$ cat src/hw/rtl/eeprom_checksum_mac_loader_assert.svh
// assertion macros for the eeprom checksum and mac loader
`ifndef EEPROM_CHECKSUM_MAC_LOADER_ASSERT_SVH
`define EEPROM_CHECKSUM_MAC_LOADER_ASSERT_SVH

// same-cycle implication, checked outside reset
`define ECML_IMPLIES(lbl, ante, cons, msg) \
  lbl: assert property (@(posedge clk) disable iff (rst) (ante) |-> (cons)) \
    else $error(msg);

// next-cycle implication, checked outside reset
`define ECML_NEXT(lbl, ante, cons, msg) \
  lbl: assert property (@(posedge clk) disable iff (rst) (ante) |=> (cons)) \
    else $error(msg);

`endif

$ cat src/hw/rtl/ecml_pkg.sv
package ecml_pkg;

  // opcodes of an input word
  localparam logic OP_START = 1'b0;
  localparam logic OP_DATA  = 1'b1;

  // kinds of a result word
  localparam logic KIND_READ = 1'b0;
  localparam logic KIND_DONE = 1'b1;

  // load status codes
  localparam logic [1:0] STATUS_OK       = 2'd0;
  localparam logic [1:0] STATUS_BAD_SIG  = 2'd1;
  localparam logic [1:0] STATUS_BAD_SUM  = 2'd2;

  // signature check on word 0
  localparam logic [15:0] SIG_MASK  = 16'h00c0;
  localparam logic [15:0] SIG_VALUE = 16'h0040;

  // checksum pass
  localparam logic [15:0] CHECKSUM_TARGET = 16'hbaba;
  localparam logic [15:0] SUM_WORDS       = 16'h0040;
  localparam logic [17:0] ADDR_LIMIT      = 18'h0ffff;

  // pointer words
  localparam logic [3:0]  PTR_FIRST  = 4'h3;
  localparam logic [3:0]  PTR_END    = 4'hf;
  localparam logic [15:0] MAC_PTR_LO = 16'd9;
  localparam logic [15:0] MAC_PTR_HI = 16'd10;

  // mac words after the mac pointer
  localparam logic [1:0] MAC_WORDS = 2'd3;

endpackage

$ cat src/hw/rtl/eeprom_checksum_mac_loader.sv
// EEPROM checksum and MAC loader. A start word while idle begins a load; the block answers each
// accepted word with at most one result word: a read request for the next EEPROM
// word, or a finished word with the status and, when ok, the MAC address. Feed
// each returned EEPROM word back as a data word. It checks the signature of word
// 0, sums words 0..63 and the sections behind pointer words 3..14 to 0xBABA, then
// reads three words behind pointer word 9 or 10 into the MAC address and adds
// lane_bits to its last byte. One word is taken per clock: each word passes
// through one next-state stage into the result register, and item_stall is high
// only while that register holds a result that the far side stalls. lane_bits must be
// written by the user through lane_write and lane_data while no load is running (not enforced).
module eeprom_checksum_mac_loader (
  input  logic        clk,
  input  logic        rst,
  // configuration
  input  logic        lane_write,
  input  logic [1:0]  lane_data,
  // item channel
  input  logic        item_valid,
  output logic        item_stall,
  input  logic        opcode,
  input  logic [15:0] word_data,
  // result channel
  output logic        result_valid,
  input  logic        result_stall,
  output logic        kind,
  output logic [15:0] read_address,
  output logic [1:0]  load_status,
  output logic [47:0] mac_address
);

  typedef enum logic [3:0] {
    PH_IDLE,
    PH_SIG,
    PH_SUM,
    PH_PTR,
    PH_LEN,
    PH_SECT,
    PH_MACPTR,
    PH_MAC
  } phase_t;

  logic [1:0]  lane_bits;
  phase_t      phase, phase_next;
  logic [15:0] running_sum, running_sum_next;
  logic [15:0] word_index, word_index_next;
  logic [3:0]  pointer_slot, pointer_slot_next;
  logic [16:0] section_end, section_end_next;
  logic [15:0] mac_base, mac_base_next;
  logic [47:0] mac_bytes, mac_bytes_next;
  logic [1:0]  mac_word_count, mac_word_count_next;

  logic        accept;
  logic        emit;
  logic        emit_kind;
  logic [15:0] emit_addr;
  logic [1:0]  emit_status;
  logic [47:0] emit_mac;
  logic        take_next;

  // shared arithmetic
  logic [15:0] word_inc;
  logic [15:0] sum_add;
  logic [17:0] len_total;
  logic [3:0]  slot_inc;
  logic [15:0] np_sum;
  logic [1:0]  mac_k;
  logic [1:0]  mac_count_inc;
  logic [47:0] mac_merged;
  logic [7:0]  mac_last;

  // handshake: take a word unless a result word is stuck
  assign item_stall = result_valid && result_stall;
  assign accept     = item_valid && !item_stall;

  assign word_inc  = word_index + 16'd1;
  assign sum_add   = running_sum + word_data;
  assign len_total = {2'b00, word_index} + {2'b00, word_data} + 18'd1;
  assign slot_inc  = pointer_slot + 4'd1;
  assign np_sum    = (phase == PH_SECT) ? sum_add : running_sum;

  // mac word placement
  assign mac_k         = (mac_word_count > 2'd2) ? 2'd2 : mac_word_count;
  assign mac_count_inc = mac_k + 2'd1;
  always_comb begin
    case (mac_k)
      2'd0:    mac_merged = mac_bytes | {32'h0, word_data};
      2'd1:    mac_merged = mac_bytes | {16'h0, word_data, 16'h0};
      default: mac_merged = mac_bytes | {word_data, 32'h0};
    endcase
  end
  assign mac_last = mac_merged[47:40] + {6'b0, lane_bits};

  // next state and result
  always_comb begin
    phase_next          = phase;
    running_sum_next    = running_sum;
    word_index_next     = word_index;
    pointer_slot_next   = pointer_slot;
    section_end_next    = section_end;
    mac_base_next       = mac_base;
    mac_bytes_next      = mac_bytes;
    mac_word_count_next = mac_word_count;
    emit        = 1'b0;
    emit_kind   = ecml_pkg::KIND_READ;
    emit_addr   = 16'h0;
    emit_status = ecml_pkg::STATUS_OK;
    emit_mac    = 48'h0;
    take_next   = 1'b0;

    if (accept) begin
      if (opcode == ecml_pkg::OP_START) begin
        if (phase == PH_IDLE) begin
          running_sum_next    = 16'h0;
          word_index_next     = 16'h0;
          pointer_slot_next   = ecml_pkg::PTR_FIRST;
          section_end_next    = 17'h0;
          mac_base_next       = 16'h0;
          mac_bytes_next      = 48'h0;
          mac_word_count_next = 2'd0;
          phase_next          = PH_SIG;
          emit                = 1'b1;
          emit_addr           = 16'h0;
        end
      end else begin
        case (phase)
          PH_SIG: begin
            emit = 1'b1;
            if ((word_data & ecml_pkg::SIG_MASK) != ecml_pkg::SIG_VALUE) begin
              emit_kind   = ecml_pkg::KIND_DONE;
              emit_status = ecml_pkg::STATUS_BAD_SIG;
              phase_next  = PH_IDLE;
            end else begin
              running_sum_next = word_data;
              word_index_next  = 16'd1;
              phase_next       = PH_SUM;
              emit_addr        = 16'd1;
            end
          end
          PH_SUM: begin
            running_sum_next = sum_add;
            word_index_next  = word_inc;
            emit             = 1'b1;
            if (word_inc < ecml_pkg::SUM_WORDS) begin
              emit_addr = word_inc;
            end else begin
              pointer_slot_next = ecml_pkg::PTR_FIRST;
              phase_next        = PH_PTR;
              emit_addr         = {12'h0, ecml_pkg::PTR_FIRST};
            end
          end
          PH_PTR: begin
            word_index_next = word_data + 16'd1;
            phase_next      = PH_LEN;
            emit            = 1'b1;
            emit_addr       = word_data;
          end
          PH_LEN: begin
            if (len_total > ecml_pkg::ADDR_LIMIT || word_data == 16'h0) begin
              take_next = 1'b1;
            end else begin
              section_end_next = len_total[16:0] - 17'd1;
              phase_next       = PH_SECT;
              emit             = 1'b1;
              emit_addr        = word_index;
            end
          end
          PH_SECT: begin
            running_sum_next = sum_add;
            word_index_next  = word_inc;
            if ({1'b0, word_inc} < section_end) begin
              emit      = 1'b1;
              emit_addr = word_inc;
            end else begin
              take_next = 1'b1;
            end
          end
          PH_MACPTR: begin
            mac_base_next       = word_data + 16'd1;
            mac_word_count_next = 2'd0;
            mac_bytes_next      = 48'h0;
            phase_next          = PH_MAC;
            emit                = 1'b1;
            emit_addr           = word_data + 16'd1;
          end
          PH_MAC: begin
            mac_bytes_next      = mac_merged;
            mac_word_count_next = mac_count_inc;
            emit                = 1'b1;
            if (mac_count_inc < ecml_pkg::MAC_WORDS) begin
              emit_addr = mac_base + {14'h0, mac_count_inc};
            end else begin
              mac_bytes_next = {mac_last, mac_merged[39:0]};
              emit_kind      = ecml_pkg::KIND_DONE;
              emit_mac       = {mac_last, mac_merged[39:0]};
              phase_next     = PH_IDLE;
            end
          end
          default: begin
            // data word while idle is dropped
          end
        endcase

        // step to the next pointer word or close the checksum pass
        if (take_next) begin
          pointer_slot_next = slot_inc;
          emit              = 1'b1;
          if (slot_inc < ecml_pkg::PTR_END) begin
            phase_next = PH_PTR;
            emit_addr  = {12'h0, slot_inc};
          end else if (np_sum != ecml_pkg::CHECKSUM_TARGET) begin
            emit_kind   = ecml_pkg::KIND_DONE;
            emit_status = ecml_pkg::STATUS_BAD_SUM;
            phase_next  = PH_IDLE;
          end else begin
            phase_next = PH_MACPTR;
            emit_addr  = lane_bits[1] ? ecml_pkg::MAC_PTR_HI : ecml_pkg::MAC_PTR_LO;
          end
        end
      end
    end
  end

  // state, configuration and result register
  always_ff @(posedge clk) begin
    if (rst) begin
      lane_bits      <= 2'd0;
      phase          <= PH_IDLE;
      running_sum    <= 16'h0;
      word_index     <= 16'h0;
      pointer_slot   <= ecml_pkg::PTR_FIRST;
      section_end    <= 17'h0;
      mac_base       <= 16'h0;
      mac_bytes      <= 48'h0;
      mac_word_count <= 2'd0;
      result_valid   <= 1'b0;
    end else begin
      if (lane_write) begin
        lane_bits <= lane_data;
      end
      phase          <= phase_next;
      running_sum    <= running_sum_next;
      word_index     <= word_index_next;
      pointer_slot   <= pointer_slot_next;
      section_end    <= section_end_next;
      mac_base       <= mac_base_next;
      mac_bytes      <= mac_bytes_next;
      mac_word_count <= mac_word_count_next;
      if (emit) begin
        result_valid <= 1'b1;
      end else if (!result_stall) begin
        result_valid <= 1'b0;
      end
    end
  end

  // result payload
  always_ff @(posedge clk) begin
    if (emit) begin
      kind         <= emit_kind;
      read_address <= emit_addr;
      load_status  <= emit_status;
      mac_address  <= emit_mac;
    end
  end

`include "eeprom_checksum_mac_loader_assert.svh"

  `ECML_IMPLIES(a_done_addr_zero, result_valid && kind == ecml_pkg::KIND_DONE, read_address == 16'h0, "finished word carries a read address")
  `ECML_IMPLIES(a_fail_mac_zero, result_valid && load_status != ecml_pkg::STATUS_OK, mac_address == 48'h0, "failed load carries a mac address")
  `ECML_NEXT(a_start_reads_zero, accept && opcode == ecml_pkg::OP_START && phase == PH_IDLE, result_valid && kind == ecml_pkg::KIND_READ && read_address == 16'h0, "start did not request word 0")
  `ECML_IMPLIES(a_read_status_ok, result_valid && kind == ecml_pkg::KIND_READ, load_status == ecml_pkg::STATUS_OK && mac_address == 48'h0, "read request carries status")

endmodule
$ cat config.mk
export PLATFORM = sky130hd
export DESIGN_NAME = eeprom_checksum_mac_loader
export DESIGN_NICKNAME = d
export VERILOG_FILES = /design/src/hw/rtl/ecml_pkg.sv /design/src/hw/rtl/eeprom_checksum_mac_loader.sv
export VERILOG_INCLUDE_DIRS = /design/src /design/src/hw/rtl
export SDC_FILE = /design/constraint.sdc
export NUM_CORES = 1
export LEC_CHECK = 0
export ABC_AREA = 0
export CAP_MARGIN = 5
export CORE_MARGIN = 5
export CORE_UTILIZATION = 68
export DETAILED_ROUTE_END_ITERATION = 10
export DONT_BUFFER_PORTS = 1
export PLACE_DENSITY = 0.89
export SLEW_MARGIN = 25
export SYNTH_ARGS = -nofsm -noshare
export SYNTH_HDL_FRONTEND = slang
export SYNTH_SLANG_ARGS = --single-unit
$ cat constraint.sdc
create_clock -name clk -period 9.7 [get_ports clk]
set_input_delay 0 -clock clk [delete_from_list [all_inputs] [get_ports clk]]
set_output_delay 0 -clock clk [all_outputs]
set_load 0.05 [all_outputs]
; Word level (Yosys, flattened, before mapping)
; Index checks and enable logic that the tools add are counted.
[op_classes]
bitwise = 6
magnitude_cmp = 6
n_eq_ne = 24
n_mux = 72
reduce_logical = 19
addsub = 10
[op_table]
columns = operator, n
row1 = 2-to-1 mux 16 bit, 15
row2 = case mux 48 bit (2 select lines), 2
row3 = 2-to-1 mux 48 bit, 3
row4 = case mux 16 bit (7 select lines), 1
row5 = 2-to-1 mux 17 bit, 4
row6 = OR 48 x 16 -> 48 bit, 1
row7 = OR 48 x 32 -> 48 bit, 1
row8 = OR 48 bit, 1
row9 = case mux 16 bit (3 select lines), 1
row10 = 2-to-1 mux 4 bit, 10
row11 = adder 16 x 1 -> 16 bit (second input constant), 2
row12 = case mux 16 bit (2 select lines), 1
row13 = case mux 4 bit (6 select lines), 1
row14 = 2-to-1 mux 1 bit, 20
row15 = adder 17 x 1 -> 18 bit (second input constant), 1
row16 = > comparator 18 x 16 -> 1 bit (second input constant), 1
row17 = adder 16 x 16 -> 17 bit, 1
row18 = less-than comparator 16 x 17 -> 1 bit, 1
row19 = subtractor 17 x 1 -> 17 bit (second input constant), 1
row20 = adder 16 bit, 1
row21 = adder 16 x 2 -> 16 bit, 1
row22 = equality test 4 x 3 -> 1 bit (second input constant), 4
row23 = logical NOT 16 bit, 1
row24 = less-than comparator 16 x 7 -> 1 bit (second input constant), 1
row25 = 37 further kinds, 61
[word_totals]
wordCells = 151
input_bits = 24
ff_bits = 193
output_inout_bits = 69

; Longest topological paths before layout
[logic_depth]
ltp_word = 12
ltp_mapped = 17
mapped_depth_nobuf = 15

; Worst setup path before layout
; No wires, ideal clock.
[synth_path]
kind = register to register
from = register phase[2]
to = register kind, enable pin
setup_ns = 0.516
arrival_time_ns = 4.282
stages_incl_launch_ff = 5
required_time_ns = 9.184
path_buffers = 1
synth_period_minus_slack_ns = 4.798
setup_slack_ns = 4.902
cell_sequence = dfxtp_1 > clkbuf_1 > nor2_1 > nand3_1 > a21oi_1
[synth_between]
elab_chain_len = 7
word_cells_on_any_way = 17
classes_between = 7 x eq/ne / 8 x mux / 2 x reduce/logical
[synth_lines]
columns = element, line
row1 = start: declaration, eeprom_checksum_mac_loader.sv:43  ; phase_t phase, phase_next;
row2 = start signal: assignment, eeprom_checksum_mac_loader.sv:240  ; phase <= phase_next;
row3 = equality test 4 x 3 -> 1 bit, eeprom_checksum_mac_loader.sv:125  ; case (phase)
row4 = case mux 1 bit (2 select lines), eeprom_checksum_mac_loader.sv:125
row5 = 2-to-1 mux 1 bit, eeprom_checksum_mac_loader.sv:111  ; if (opcode == ecml_pkg::OP_START) begin
row6 = 2-to-1 mux 1 bit, eeprom_checksum_mac_loader.sv:110  ; if (accept) begin
row7 = 2-to-1 mux 1 bit, eeprom_checksum_mac_loader.sv:204  ; if (take_next) begin
row8 = 2-to-1 mux 1 bit *, eeprom_checksum_mac_loader.sv:111
row9 = 2-to-1 mux 1 bit *, eeprom_checksum_mac_loader.sv:110
row10 = named net emit, eeprom_checksum_mac_loader.sv:53  ; logic emit;
row11 = end signal: assignment, eeprom_checksum_mac_loader.sv:259  ; kind <= emit_kind;
row12 = end: declaration, eeprom_checksum_mac_loader.sv:25  ; output logic kind,
; Mark *: on every way through the listed nets, which the timed path passes. The rest lies on a longest branch. The select of a mux whose other input is x is not followed.
; A chain may end at the register's enable or synchronous reset.

; Worst setup path in the final report
[layout_path]
from = register word_index[1]
to = register phase[2]
[layout_between]
elab_chain_len = 10
word_cells_on_any_way = 19
classes_between = 3 x add/sub / 3 x order compare / 4 x eq/ne / 7 x mux / 2 x reduce/logical
[layout_lines]
columns = element, line
row1 = start: declaration, eeprom_checksum_mac_loader.sv:45  ; logic [15:0] word_index, word_index_next;
row2 = start signal: assignment, eeprom_checksum_mac_loader.sv:242  ; word_index <= word_index_next;
row3 = adder 16 x 16 -> 17 bit, eeprom_checksum_mac_loader.sv:77  ; assign len_total = {2'b00, word_index} + {2'b00, word_data} + 18'd1;
row4 = adder 17 x 1 -> 18 bit, eeprom_checksum_mac_loader.sv:77
row5 = > comparator 18 x 16 -> 1 bit, eeprom_checksum_mac_loader.sv:158  ; if (len_total > ecml_pkg::ADDR_LIMIT || word_data == 16'h0) begin
row6 = logical OR 1 bit, eeprom_checksum_mac_loader.sv:158
row7 = 2-to-1 mux 1 bit, eeprom_checksum_mac_loader.sv:158
row8 = case mux 1 bit (2 select lines), eeprom_checksum_mac_loader.sv:125
row9 = 2-to-1 mux 1 bit, eeprom_checksum_mac_loader.sv:111
row10 = 2-to-1 mux 1 bit, eeprom_checksum_mac_loader.sv:110
row11 = != test 8 x 1 -> 1 bit (no source line) (tied with other cells), n/a
row12 = AND reduction 6 bit (no source line) or 2-to-1 mux 4 bit (tied branches), n/a
; Parallel ways exist; a longest one is shown, timed or not. The select of a mux whose other input is x is not followed.

==> reports/qor.log <==
INFO  run_status     run_status=complete, but fails checks
INFO  run_status     violations=hold timing
INFO  critical_path  crit_path_from=word_index[1]$_SDFFE_PP0P_
INFO  die            placementRows=48
INFO  timing         maximum_clock_rate=212MHz
INFO  logic_synthesis dominantRegCellSynth=dfxtp_1
INFO  grt            gr-total-overflow=0
INFO  logic_synthesis post_synth_inst_count=1446
INFO  place          finalWeightedCongestion=0.977
INFO  detailed_routing ant_nets=0
INFO  logic_synthesis postSynthNetCount=1531
INFO  die            dieArea=20300µm²
INFO  detailed_routing via_per_inst=6.95
INFO  timing         final-max-slew-violation-count=0
INFO  critical_path  worst_path_max_stage_delay=660ps
INFO  logic_synthesis synthesis.yosys.warnings=0
INFO  logic_synthesis synth-seq-area-share=0.379
INFO  grt            grt_start_max_net_pins=77
INFO  finish         share_of_cells_above_drive_strength_1=0.0480
INFO  clock_network  cts_inserted_buffers=17
INFO  grt            grt_pass1_vias=10800
INFO  timing         fin_crit=4710ps
INFO  timing         finalCritPeriodShare=0.486
INFO  critical_path  r2r-start=word_index[1]$_SDFFE_PP0P_
INFO  detailed_routing drc_errors=0
INFO  detailed_routing detail_route.wirelength.met1=12700µm
INFO  place          portBuffers=0
INFO  die            die_height=142µm
INFO  hold_path      worst_hold_path_type=in2reg
INFO  clock_network  worstSkewPairLatency=450ps
INFO  timing         timing.max_slew.rel_slack=0.244
INFO  timing         setup_total_negative_slack=0ps
INFO  grt            grt_pass1_wl=57700µm
INFO  finish         layout.cells.most_common=nor2_1
INFO  timing         grt_setup_unrepaired=false
INFO  logic_synthesis synthDistinctLibCells=83
INFO  critical_path  worstSetupPathType=reg2reg
INFO  die            die_w=142µm
INFO  detailed_routing route.detailed.wl_per_inst=22.7µm
INFO  detailed_routing first_iter_violations=1444
INFO  logic_synthesis syn_area=11900µm²
INFO  detailed_routing met2WireLength=16400µm
INFO  detailed_routing totalWireLength=37300µm
INFO  critical_path  critical_path_arrival=5050ps
INFO  grt            antenna_found_initial=1
INFO  critical_path  worst_path_max_delay_cell=nor3_1
INFO  critical_path  timing.critical_path.to_type=register
INFO  die            count_of_boundary_i_o_pins=93
INFO  logic_synthesis synth_seq_cells=192
INFO  finish         areaGrowthSynthToFinish=7.32%
INFO  die            initial_utilization=0.691
INFO  finish         finalCoreUtilization=0.741
INFO  critical_path  timing.critical_path.cells=ha_1, nand4_1, nor3_1, and3_1, xnor2_1, inv_1, ha_1, a21o_1, a21oi_1, or2_2, nand3_1, o41ai_4, o31ai_1, a21oi_1, a22o_1
INFO  hold_path      hold_path.startpoint=word_data[11]
INFO  detailed_routing met3WireLength=5300µm
INFO  clock_network  post_cts_clock_slew_at_the_launch_and_capture_registers_of_the_worst_setup_and_hold_paths=80ps
INFO  finish         finalNetCount=1489
INFO  clock_network  htree_num_levels=4
INFO  place          post_detailed_placement_half_perimeter_wirelength=23800µm
INFO  finish         most-common-layout-cells=nor2_1 (201), a21oi_1 (159), nand2_1 (126), dfxtp_1 (125), edfxtp_1 (67)
INFO  die            placeableCoreArea=17200µm²
INFO  flow_run       drv_cap=0
INFO  critical_path  cp_max_fo=11
INFO  pwr            irDropWorstVdd=0.139mV
INFO  timing         timing.final.hold_violations=1
INFO  pwr            pwr_density_cell=143nW/µm²
INFO  timing         min_setup_slack_post_route=4990ps
INFO  grt            globalRouteTotalUtil=0.363
INFO  clock_network  clock_path_buffers=2
INFO  critical_path  start_kind=register
INFO  detailed_routing dr_total_vias=11400
INFO  timing         holdWs=-2.12ps
INFO  logic_synthesis synth_area_per_cell=8.23µm²
INFO  detailed_routing dr.pass1.iters=7
INFO  place          setup_ws_pre_cts=5260ps
INFO  clock_network  cts_tree=done
INFO  critical_path  timing.critical_path.required=10040ps
INFO  pwr            design_power_total=1.83mW
INFO  timing         finalSetupViolations=0
INFO  timing         max_slew.worst_pin.slew=1130ps
INFO  clock_network  clock-sinks=192
INFO  detailed_routing dr_top_layer=met4
INFO  timing         fin_skew=12.3ps
INFO  logic_synthesis number_of_flops_mapped_to_enable_cells_by_yosys=67
INFO  pwr            leakage=4.72nW
INFO  logic_synthesis synthArstFlopShare=0
INFO  clock_network  ctsRootBufferMaster=clkbuf_16
-- worst max-delay path: cells and delay by family (launching register included) --
family	cells	cell delay, ps
simple gates	5	1890
fa+ha+maj	2	730
xor+xnor	1	110
compound gates	6	1210
flops	1	580
buf+inv	1	90
-- report_power, final --
group	total, mW	internal [mW]	switching, mW
logic	0.193	0.0619	0.131
registers	0.919	0.856	0.0627
clock network	0.717	0.349	0.367
-- registers in the layout, summed over array words and instances, names as in the netlist --
| name | count |
|---|---|
| mac_bytes | 48 |
| phase | 3 |
| read_address | 16 |
| lane_bits | 2 |
| mac_address | 48 |
| mac_base | 16 |
| pointer_slot | 4 |
| mac_word_count | 2 |
| result_valid | 1 |
| load_status | 2 |
| word_index | 16 |
| kind | 1 |
| running_sum | 16 |
| section_end | 17 |
-- final cells by class --
cell class | instances | area (µm²)
Multi-Input combinational cell | 1108 | 6840
Sequential cell | 192 | 4510
Fill cell | 1236 | 4460
Clock buffer | 18 | 429
Timing Repair Buffer | 35 | 348
Tap cell | 225 | 282
Inverter | 50 | 188
Clock inverter | 14 | 169
Antenna cell | 2 | 5.00
-- routing by layer --
metal | vias to the layer above | track usage
met2 | 834 | 0.568
met4 | 0 | 0.230
met3 | 232 | 0.0995
met5 | - | 0
met1 | 5276 | 0.443
li1 | 5088 | -
-- stage by stage --
stage | instances | area, µm²
after CTS | 1642 | 12800
after global placement | 1583 | 11900
after detailed placement | 1583 | 11900
after global routing | 1644 | 12800
final | 1644 | 12800
after floorplan | 1446 | 11900
-- cell families (layout without fill, tap and decap cells) --
family,after synthesis,after routing,share of synthesized area
AND/OR/NAND/NOR,568,568,0.229
multiplexers,9,9,0.00757
adder cells (fa/ha/maj),61,61,0.0666
flip-flops,192,192,0.379
buffers and inverters,146,117,0.0483
XOR/XNOR,84,84,0.0631
AO/OA/AOI/OAI,386,386,0.207
other,0,2,0
-- Yosys cell counts, types with 3 or more instances --
master / count / area share
fa_1: 4 / 0.0067
xnor2_1: 33 / 0.024
nand2b_1: 7 / 0.0037
a22o_1: 5 / 0.0037
nor4_1: 14 / 0.0074
or4_1: 5 / 0.0032
mux2i_1: 9 / 0.0076
o21ai_1: 3 / 0.0013
nor3_1: 29 / 0.012
nand4_1: 14 / 0.0074
buf_2: 4 / 0.0017
buf_1: 6 / 0.0019
xor2_1: 50 / 0.037
clkbuf_1: 82 / 0.026
a211oi_1: 19 / 0.012
inv_1: 49 / 0.015
o22ai_1: 9 / 0.0047
or3_1: 4 / 0.0021
a21oi_1: 160 / 0.067
and3_1: 18 / 0.0095
and2_1: 40 / 0.021
a21o_1: 19 / 0.012
nor2b_1: 11 / 0.0058
or2_2: 6 / 0.0032
nor3b_1: 4 / 0.0025
a221oi_1: 8 / 0.0059
o21ai_0: 56 / 0.024
a22oi_1: 36 / 0.023
o21a_1: 8 / 0.0050
nand3b_1: 10 / 0.0063
ha_1: 57 / 0.060
o211ai_1: 9 / 0.0057
a31oi_1: 11 / 0.0058
edfxtp_1: 67 / 0.17
o2111ai_1: 4 / 0.0029
o31a_1: 3 / 0.0022
dfxtp_1: 125 / 0.21
nand2_1: 127 / 0.040
o221ai_1: 5 / 0.0037
nand3_1: 59 / 0.025
nor2_1: 201 / 0.063
nand4b_1: 4 / 0.0029
-- repair_timing --
| action | in CTS | in global routing |
|---|---|---|
| gates resized for setup | 0 | 0 |
| hold buffers | 27 | 0 |
| endpoints found under the hold margin | 148 | 0 |
| buffers inserted | 0 | 0 |
-- worst paths after layout --
path	end	slack (ps)	cells after the start
setup / recovery	phase[2]$_SDFFE_PP0P_	4990	15
setup reg to reg	phase[2]$_SDFFE_PP0P_	4990	15
hold / removal	read_address[11]$_SDFFCE_PN0P_	-2	5
hold reg to reg	section_end[9]$_SDFFE_PP0P_	450	2
Note: power is estimated with default switching activity, not from simulation.
